`src/rtl/core/kmce_pkg.sv`:
```
package kmce_pkg;

    localparam int ROWS    = 5;
    localparam int COLUMNS = 6;

    localparam int ROW_W   = 3;
    localparam int COL_W   = $clog2(COLUMNS);
    localparam int LEVEL_W = 6;
    localparam int KEY_W   = 5;
    localparam int CNT_W   = 3;
    localparam int LIMIT_W = 8;

    localparam int MASKS_W  = 30;
    localparam int COUNTS_W = 15;
    localparam int CFG_W    = 30;
    localparam int CFG_IDX_W = 2;

    localparam int QUEUE_DEPTH = 4;
    localparam int QPTR_W      = $clog2(QUEUE_DEPTH);

    // register indexes of the configuration port
    localparam logic [CFG_IDX_W-1:0] REG_VALID_MASKS  = 2'd0;
    localparam logic [CFG_IDX_W-1:0] REG_COLUMN_COUNT = 2'd1;
    localparam logic [CFG_IDX_W-1:0] REG_EVENT_LIMIT  = 2'd2;

    localparam logic [MASKS_W-1:0]  MASKS_RESET  = 30'h3FFF_FFFF;
    localparam logic [COUNTS_W-1:0] COUNTS_RESET = 15'd28086;
    localparam logic [LIMIT_W-1:0]  LIMIT_RESET  = 8'd32;

    // event kinds
    localparam logic EVT_PRESS   = 1'b0;
    localparam logic EVT_RELEASE = 1'b1;

    // one classified row sample, front to back
    typedef struct packed {
        logic [ROW_W-1:0]   row;
        logic [COLUMNS-1:0] pressed;
        logic [COLUMNS-1:0] released;
        logic               scan_start;
    } row_entry_t;

    // configuration seen by the front
    typedef struct packed {
        logic [MASKS_W-1:0]  valid_masks;
        logic [COUNTS_W-1:0] column_counts;
    } front_cfg_t;

endpackage

```
`src/rtl/core/kmce_front.sv`:
```
module kmce_front (
    input  logic                         aclk,
    input  logic                         aresetn,
    input  kmce_pkg::front_cfg_t         cfg,
    input  logic                         s_valid,
    output logic                         s_ready,
    input  logic [kmce_pkg::ROW_W-1:0]   s_row_index,
    input  logic [kmce_pkg::LEVEL_W-1:0] s_column_levels,
    input  logic                         s_scan_start,
    output logic                         push,
    output kmce_pkg::row_entry_t         push_entry,
    input  logic                         queue_full
);
    import kmce_pkg::*;

    localparam int RIDX_W = (ROWS > 1) ? $clog2(ROWS) : 1;

    logic [COLUMNS-1:0] row_state_reg [ROWS];
    logic [COLUMNS-1:0] row_state_next;

    logic               in_range;
    logic [RIDX_W-1:0]  row_sel;
    logic [CNT_W-1:0]   count_raw;
    logic [CNT_W-1:0]   count_sat;
    logic [COLUMNS-1:0] scanned;
    logic [COLUMNS-1:0] levels;
    logic [COLUMNS-1:0] prev_bits;
    logic [COLUMNS-1:0] valid;
    logic [COLUMNS-1:0] prev_m;
    logic [COLUMNS-1:0] curr_m;
    logic [COLUMNS-1:0] changed;

    assign s_ready = !queue_full;
    assign push    = s_valid && s_ready;

    // row lookup and column count saturation
    always_comb begin
        in_range  = (s_row_index < ROW_W'(ROWS));
        row_sel   = in_range ? RIDX_W'(s_row_index) : '0;
        count_raw = cfg.column_counts[row_sel*CNT_W +: CNT_W];
        count_sat = (count_raw > CNT_W'(COLUMNS)) ? CNT_W'(COLUMNS) : count_raw;
        for (int c = 0; c < COLUMNS; c++) begin
            scanned[c] = (c < int'(count_sat));
        end
        levels    = COLUMNS'(s_column_levels);
        prev_bits = row_state_reg[row_sel];
        row_state_next = (prev_bits & ~scanned) | (~levels & scanned);
        valid     = cfg.valid_masks[row_sel*COLUMNS +: COLUMNS];
    end

    // classify changes against the valid mask
    always_comb begin
        prev_m  = prev_bits & valid;
        curr_m  = row_state_next & valid;
        changed = prev_m ^ curr_m;
        push_entry.row        = s_row_index;
        push_entry.scan_start = s_scan_start;
        push_entry.pressed    = in_range ? (changed & curr_m) : '0;
        push_entry.released   = in_range ? (changed & prev_m) : '0;
    end

    // row store
    always_ff @(posedge aclk) begin
        if (!aresetn) begin
            for (int r = 0; r < ROWS; r++) begin
                row_state_reg[r] <= '0;
            end
        end else if (push && in_range) begin
            row_state_reg[row_sel] <= row_state_next;
        end
    end

endmodule

```
`src/rtl/core/kmce_queue.sv`:
```
module kmce_queue (
    input  logic                 aclk,
    input  logic                 aresetn,
    input  logic                 push,
    input  kmce_pkg::row_entry_t push_entry,
    output logic                 full,
    input  logic                 pop,
    output logic                 not_empty,
    output kmce_pkg::row_entry_t head_entry
);
    import kmce_pkg::*;

    row_entry_t            entry_reg [QUEUE_DEPTH];
    logic [QPTR_W-1:0]     wr_ptr_reg;
    logic [QPTR_W-1:0]     wr_ptr_next;
    logic [QPTR_W-1:0]     rd_ptr_reg;
    logic [QPTR_W-1:0]     rd_ptr_next;
    logic [QPTR_W:0]       fill_reg;
    logic [QPTR_W:0]       fill_next;
    logic                  do_push;
    logic                  do_pop;

    assign full       = (fill_reg == (QPTR_W+1)'(QUEUE_DEPTH));
    assign not_empty  = (fill_reg != '0);
    assign head_entry = entry_reg[rd_ptr_reg];
    assign do_push    = push && !full;
    assign do_pop     = pop && not_empty;

    // pointer and fill update
    always_comb begin
        wr_ptr_next = do_push ? wr_ptr_reg + 1'b1 : wr_ptr_reg;
        rd_ptr_next = do_pop ? rd_ptr_reg + 1'b1 : rd_ptr_reg;
        fill_next   = fill_reg;
        if (do_push && !do_pop) begin
            fill_next = fill_reg + 1'b1;
        end else if (do_pop && !do_push) begin
            fill_next = fill_reg - 1'b1;
        end
    end

    always_ff @(posedge aclk) begin
        if (!aresetn) begin
            wr_ptr_reg <= '0;
            rd_ptr_reg <= '0;
            fill_reg   <= '0;
        end else begin
            wr_ptr_reg <= wr_ptr_next;
            rd_ptr_reg <= rd_ptr_next;
            fill_reg   <= fill_next;
        end
    end

    // entry storage
    always_ff @(posedge aclk) begin
        if (do_push) begin
            entry_reg[wr_ptr_reg] <= push_entry;
        end
    end

endmodule

```
`src/rtl/core/kmce_back.sv`:
```
module kmce_back (
    input  logic                         aclk,
    input  logic                         aresetn,
    input  logic [kmce_pkg::LIMIT_W-1:0] event_limit,
    input  logic                         q_not_empty,
    input  kmce_pkg::row_entry_t         q_head,
    output logic                         q_pop,
    output logic                         m_valid,
    input  logic                         m_ready,
    output logic                         m_key_event,
    output logic [kmce_pkg::KEY_W-1:0]   m_key_id,
    output logic                         m_last_event
);
    import kmce_pkg::*;

    logic                 busy_reg;
    logic                 busy_next;
    logic [ROW_W-1:0]     row_reg;
    logic [COLUMNS-1:0]   press_reg;
    logic [COLUMNS-1:0]   press_next;
    logic [COLUMNS-1:0]   rel_reg;
    logic [COLUMNS-1:0]   rel_next;
    logic [LIMIT_W-1:0]   count_reg;
    logic [LIMIT_W-1:0]   count_next;

    logic                 m_valid_reg;
    logic                 m_valid_next;
    logic                 key_event_reg;
    logic [KEY_W-1:0]     key_id_reg;
    logic                 last_event_reg;

    logic                 slot_free;
    logic                 limit_hit;
    logic                 emit;
    logic                 use_press;
    logic [COLUMNS-1:0]   bits;
    logic [COL_W-1:0]     col;
    logic [COLUMNS-1:0]   rem_press;
    logic [COLUMNS-1:0]   rem_rel;
    logic [LIMIT_W:0]     count_inc;
    logic                 is_last;
    logic [KEY_W-1:0]     key_id_calc;

    assign slot_free = !m_valid_reg || m_ready;
    assign limit_hit = (count_reg >= event_limit);
    assign emit      = busy_reg && slot_free && !limit_hit;
    assign q_pop     = !busy_reg && q_not_empty;

    // pick lowest pending column, presses before releases
    always_comb begin
        use_press = (press_reg != '0);
        bits      = use_press ? press_reg : rel_reg;
        col       = '0;
        for (int c = COLUMNS - 1; c >= 0; c--) begin
            if (bits[c]) begin
                col = COL_W'(c);
            end
        end
        rem_press = press_reg;
        rem_rel   = rel_reg;
        if (use_press) begin
            rem_press[col] = 1'b0;
        end else begin
            rem_rel[col] = 1'b0;
        end
        count_inc   = {1'b0, count_reg} + 1'b1;
        is_last     = ((rem_press == '0) && (rem_rel == '0)) ||
                      (count_inc >= {1'b0, event_limit});
        key_id_calc = KEY_W'(row_reg) * KEY_W'(COLUMNS) + KEY_W'(col);
    end

    // sequencing of the current entry
    always_comb begin
        busy_next    = busy_reg;
        press_next   = press_reg;
        rel_next     = rel_reg;
        count_next   = count_reg;
        m_valid_next = slot_free ? 1'b0 : m_valid_reg;
        if (busy_reg) begin
            if (limit_hit) begin
                busy_next = 1'b0;
            end else if (slot_free) begin
                m_valid_next = 1'b1;
                press_next   = rem_press;
                rel_next     = rem_rel;
                count_next   = count_inc[LIMIT_W-1:0];
                if (is_last) begin
                    busy_next = 1'b0;
                end
            end
        end else if (q_not_empty) begin
            press_next = q_head.pressed;
            rel_next   = q_head.released;
            busy_next  = (q_head.pressed != '0) || (q_head.released != '0);
            if (q_head.scan_start) begin
                count_next = '0;
            end
        end
    end

    always_ff @(posedge aclk) begin
        if (!aresetn) begin
            busy_reg    <= 1'b0;
            count_reg   <= '0;
            m_valid_reg <= 1'b0;
        end else begin
            busy_reg    <= busy_next;
            count_reg   <= count_next;
            m_valid_reg <= m_valid_next;
        end
    end

    // entry payload and output word
    always_ff @(posedge aclk) begin
        press_reg <= press_next;
        rel_reg   <= rel_next;
        if (q_pop) begin
            row_reg <= q_head.row;
        end
        if (emit) begin
            key_event_reg  <= use_press ? EVT_PRESS : EVT_RELEASE;
            key_id_reg     <= key_id_calc;
            last_event_reg <= is_last;
        end
    end

    assign m_valid      = m_valid_reg;
    assign m_key_event  = key_event_reg;
    assign m_key_id     = key_id_reg;
    assign m_last_event = last_event_reg;

endmodule

```
`src/rtl/core/key_matrix_change_events.sv`:
```
// Key matrix change detector. Each input word is one sampled row (active-low
// column levels); the front compares it with the stored row in the same
// cycle, updates the row store and queues the press and release masks in a
// four-entry queue. The back end takes one entry at a time, only once it is
// through with the previous one, and returns its events one per cycle while
// the result side accepts them; a stalled result side holds it. Input is
// stalled only while the queue is full. Events past the event limit within
// one scan are dropped, and last_event marks the final event returned for a
// row. Configuration writes complete at once and are meant for idle periods.
module key_matrix_change_events (
    input  logic                           aclk,
    input  logic                           aresetn,
    input  logic                           cfg_valid,
    output logic                           cfg_ready,
    input  logic [kmce_pkg::CFG_IDX_W-1:0] cfg_index,
    input  logic [kmce_pkg::CFG_W-1:0]     cfg_data,
    input  logic                           s_valid,
    output logic                           s_ready,
    input  logic [kmce_pkg::ROW_W-1:0]     s_row_index,
    input  logic [kmce_pkg::LEVEL_W-1:0]   s_column_levels,
    input  logic                           s_scan_start,
    output logic                           m_valid,
    input  logic                           m_ready,
    output logic                           m_key_event,
    output logic [kmce_pkg::KEY_W-1:0]     m_key_id,
    output logic                           m_last_event
);
    import kmce_pkg::*;

    logic [MASKS_W-1:0]  masks_reg;
    logic [COUNTS_W-1:0] counts_reg;
    logic [LIMIT_W-1:0]  limit_reg;

    front_cfg_t          front_cfg;
    logic                push;
    row_entry_t          push_entry;
    logic                queue_full;
    logic                q_pop;
    logic                q_not_empty;
    row_entry_t          q_head;

    assign cfg_ready = 1'b1;

    // configuration registers
    always_ff @(posedge aclk) begin
        if (!aresetn) begin
            masks_reg  <= MASKS_RESET;
            counts_reg <= COUNTS_RESET;
            limit_reg  <= LIMIT_RESET;
        end else if (cfg_valid && cfg_ready) begin
            case (cfg_index)
                REG_VALID_MASKS:  masks_reg  <= cfg_data[MASKS_W-1:0];
                REG_COLUMN_COUNT: counts_reg <= cfg_data[COUNTS_W-1:0];
                REG_EVENT_LIMIT:  limit_reg  <= cfg_data[LIMIT_W-1:0];
                default: begin
                end
            endcase
        end
    end

    assign front_cfg.valid_masks   = masks_reg;
    assign front_cfg.column_counts = counts_reg;

    kmce_front u_front (
        .aclk            (aclk),
        .aresetn         (aresetn),
        .cfg             (front_cfg),
        .s_valid         (s_valid),
        .s_ready         (s_ready),
        .s_row_index     (s_row_index),
        .s_column_levels (s_column_levels),
        .s_scan_start    (s_scan_start),
        .push            (push),
        .push_entry      (push_entry),
        .queue_full      (queue_full)
    );

    kmce_queue u_queue (
        .aclk       (aclk),
        .aresetn    (aresetn),
        .push       (push),
        .push_entry (push_entry),
        .full       (queue_full),
        .pop        (q_pop),
        .not_empty  (q_not_empty),
        .head_entry (q_head)
    );

    kmce_back u_back (
        .aclk         (aclk),
        .aresetn      (aresetn),
        .event_limit  (limit_reg),
        .q_not_empty  (q_not_empty),
        .q_head       (q_head),
        .q_pop        (q_pop),
        .m_valid      (m_valid),
        .m_ready      (m_ready),
        .m_key_event  (m_key_event),
        .m_key_id     (m_key_id),
        .m_last_event (m_last_event)
    );

endmodule

```
`config.mk`:
```
export PLATFORM = sky130hd
export DESIGN_NAME = key_matrix_change_events
export DESIGN_NICKNAME = d
export VERILOG_FILES = /design/src/rtl/core/kmce_pkg.sv /design/src/rtl/core/kmce_front.sv /design/src/rtl/core/kmce_queue.sv /design/src/rtl/core/kmce_back.sv /design/src/rtl/core/key_matrix_change_events.sv
export SDC_FILE = /design/constraint.sdc
export NUM_CORES = 1
export LEC_CHECK = 0
export ABC_AREA = 1
export BUFFER_PORTS_ARGS = -buffer_cell sky130_fd_sc_hd__buf_4
export CORE_ASPECT_RATIO = 0.6
export CORE_UTILIZATION = 40
export CTS_BUF_LIST = sky130_fd_sc_hd__clkbuf_16
export DETAILED_ROUTE_END_ITERATION = 10
export PLACE_DENSITY_LB_ADDON = 0.2
export SLEW_MARGIN = 10
export SYNTH_ARGS = -nofsm -noshare
export SYNTH_HDL_FRONTEND = slang
export SYNTH_HIERARCHICAL = 1
export SYNTH_SLANG_ARGS = --single-unit
```
`constraint.sdc`:
```
create_clock -name aclk -period 2.1 [get_ports aclk]
set_input_delay 0.21 -clock aclk [delete_from_list [all_inputs] [get_ports aclk]]
set_output_delay 0.21 -clock aclk [all_outputs]
set_load 0.01 [all_outputs]
```
==> run_results.csv <==
group,metric,value,unit
outcome,status,"finished, violations left",
outcome,violations,"setup timing",
yosys,synthAdderAreaFrac,3.757,%
final_layout,largest_reg_flops,64,
routing,drt-total-wl,24120,um
yosys,synthCells,1072,
yosys,ys_seq_area_share,52.44,%
floorplan,die_h,120.7,um
final_layout,fin_util,50.83,%
final_layout,syn_to_final_growth,24.93,%
yosys,synth-simple-area-share,27.50,%
sta,setup_viol,23,
critical_path,cp_common_cell,"nand2_1",
placement,place_hpwl,17130,um
pwr,power.total,13.45,mW
yosys,async_flop_share,0,%
global_route,grt_usage,20.94,%
routing,drt-initial-drc-count,634,
clock_tree,cts_buffers,17,
yosys,synthFlopType,"edfxtp_1",
routing,via_per_inst,5.004,
critical_path,path_class,"flop to flop",
critical_path,end_kind,"flop",
global_route,grt_pass1_vias,7063,
pwr,peakVddDrop,629.9,uV
routing,route.detailed.drc,0,
routing,postRouteAntennaNets,0,
placement,placed_cell_area,0.01067,mm^2
pwr,power_leakage,5.172,nW
floorplan,io_pins,57,
floorplan,rows,43,
routing,post_drt_wl_per_cell,15.66,um
yosys,syn_nets,1146,
clock_tree,clk_path_buf_depth,2,
sta,report.final.slew_viol_count,0,
routing,dr.pass1.iters,5,
critical_path,crit_fanout,6,
critical_path,path_buf_inv,3,
placement,port_buffers,55,
yosys,synth.cell_area,0.009392,mm^2
sta,hold_viol,0,
flow_run,cap_violations,0,
final_layout,n_antenna_cell,0,
sta,worst_hold_slack,0.01802,ns
placement,dp_slack,-0.3369,ns
clock_tree,cts_tree,"built",
sta,tns,-0.6211,ns
global_route,grt_pass1_wl,38150,um
final_layout,final_cells,1540,
sta,rsz0062_at_grt,"true",
critical_path,required,2.43,ns
yosys,synthXorXnorAreaFrac,0.9326,%
placement,dpl.cell_count,1485,
clock_tree,clock-sinks,188,
yosys,synthMuxAreaShare,0,%
sta,fmax,457.7,MHz
sta,finalClockSkew,0.01067,ns
sta,slew_headroom,51.03,%
yosys,yosysUniqueCellTypes,46,
clock_tree,clockRootBuffer,"clkbuf_16",
pwr,powerDensity,1146,mW/mm^2
final_layout,fin_nets,1286,
global_route,grt_antenna_before_repair,0,
sta,period_minus_slack,2.185,ns
clock_tree,path_clk_slew,0.08,ns
routing,vias,7706,
yosys,yosysWarningCount,6,
floorplan,die-area,0.02412,mm^2
global_route,grt_remaining_overflow,0,
sta,period_share,104.0,%
floorplan,core-area,0.02308,mm^2
final_layout,stdcell_area,0.01173,mm^2
yosys,synth_top_family_by_area,"simple AND/OR/NAND/NOR gates",
critical_path,cp_top_family,"simple AND/OR/NAND/NOR gates",
min_path,hold_class,"input pin to flop",
critical_path,critPathArrivalTime,2.52,ns
critical_path,cp_slowest_cell,"edfxtp_1",
sta,worst_slack,-0.08488,ns
clock_tree,worstSkewPairLatency,0.44,ns
global_route,grt_max_degree,54,
clock_tree,h-tree-depth,4,
critical_path,crit_chain,"nor2_2, nand3_4, inv_4, nand2_4, nand2_4, buf_4, inv_2, nand4_1, o21ai_1, nand2_1, nor2_1, nand3_2, nand2_2, nand2_1, nand2_1, a21oi_2",
yosys,ys_seq_elements,188,
critical_path,cp-start-kind,"flop",
yosys,synth_compound_gate_area_share,7.767,%
yosys,synth_edf_count,116,
placement,gp_congestion,0.8230,
floorplan,die_w,199.8,um
critical_path,slowest_delay,0.38,ns
yosys,syn_avg_cell_area,8.761,um^2
floorplan,initial_core_util,40.69,%
sta,tightest_slew,0.7346,ns
final_layout,drive_above_1_share,24.82,%
layer usage:
metal / track usage [%] / share of wire, % / routed length, um / vias up
met1: 32.52 / 51 / 12360 / 3603
met4: 5.153 / 0.73 / 176 / 0
met3: 4.156 / 6.3 / 1521 / 14
met5: 0 / 0 / 0 / -
li1: - / - / - / 3873
met2: 29.25 / 42 / 10050 / 216
cells in the final DEF (no fill, tap or decap), drive strengths merged, types with 8 or more instances in the layout:
cell	synthesis	routed
nor2	168	168
nand3	121	121
xor2	8	8
clkbuf	10	17
o21ai	64	64
a211oi	10	10
dlygate4sd3	0	8
nand2	237	237
dfxtp	72	72
buf	37	158
a21oi	27	28
nand4	21	21
ha	25	25
o22ai	17	17
inv	112	120
edfxtp	116	116
tightest hold or removal path: stages:
cell,delay (ns)
buf_4,0.08
nand3_1,0.06
nand3_1,0.08
where the power goes:
group / switching (mW) / internal [mW] / leakage (nW) / total, mW
Combinational: 3.10 / 2.03 / 3.17 / 5.13
Clock: 1.59 / 1.71 / 0.290 / 3.29
Sequential: 0.298 / 4.73 / 1.71 / 5.03
final timing paths:
path                                     startpoint               to  slack (ns)  cells past startpoint
worst max-delay path            u_back/press_reg[4]  u_back/busy_reg       -0.08                     16
worst min-delay path                   cfg_data[23]    masks_reg[23]        0.02                      3
worst max register to register  u_back/press_reg[4]  u_back/busy_reg       -0.08                     16
worst min register to register        counts_reg[2]    counts_reg[2]        0.46                      2
logic make-up after synthesis:
| logic type | Yosys count |
|---|---|
| AOI/OAI and AO/OA | 127 |
| xor gates and xnor gates | 10 |
| adders and majority gates | 27 |
| buffers and inverters | 159 |
| DFF | 188 |
| other | 1 |
| and+or+nand+nor | 560 |
timing repair:
action / CTS / global route
pin swaps: 20 / 24
setup buffers: 7 / 6
setup endpoints to repair: 24 / 40
hold endpoints to repair: 11 / 0
hold buffers: 8 / 0
gates resized for setup: 35 / 28
cloned: 1 / 1
cell usage after synthesis (11+ instances only):
master    instances  area share (%)
nand2_1         213             8.5
ha_1             25             3.3
nor2_1          152             6.1
edfxtp_1        116              37
o21ai_0          25             1.3
buf_2            22             1.2
o21ai_1          36             1.9
dfxtp_1          72              15
buf_4            11            0.88
a21oi_1          27             1.4
inv_2            11            0.44
nand3_1         113             6.0
nand2_2          18             1.2
nand4_1          21             1.4
o22ai_1          17             1.1
inv_1            97             3.9
layout make-up:
cell class	instances	area [um^2]
Clock buffer	17	425.4
Clock inverter	15	175.2
Fill cell	2091	11350
Inverter	112	437.9
Multi-Input combinational cell	727	4024
Sequential cell	188	4932
Tap cell	315	394.1
Timing Repair Buffer	166	1344
Note: power is estimated with default switching activity, not from simulation.
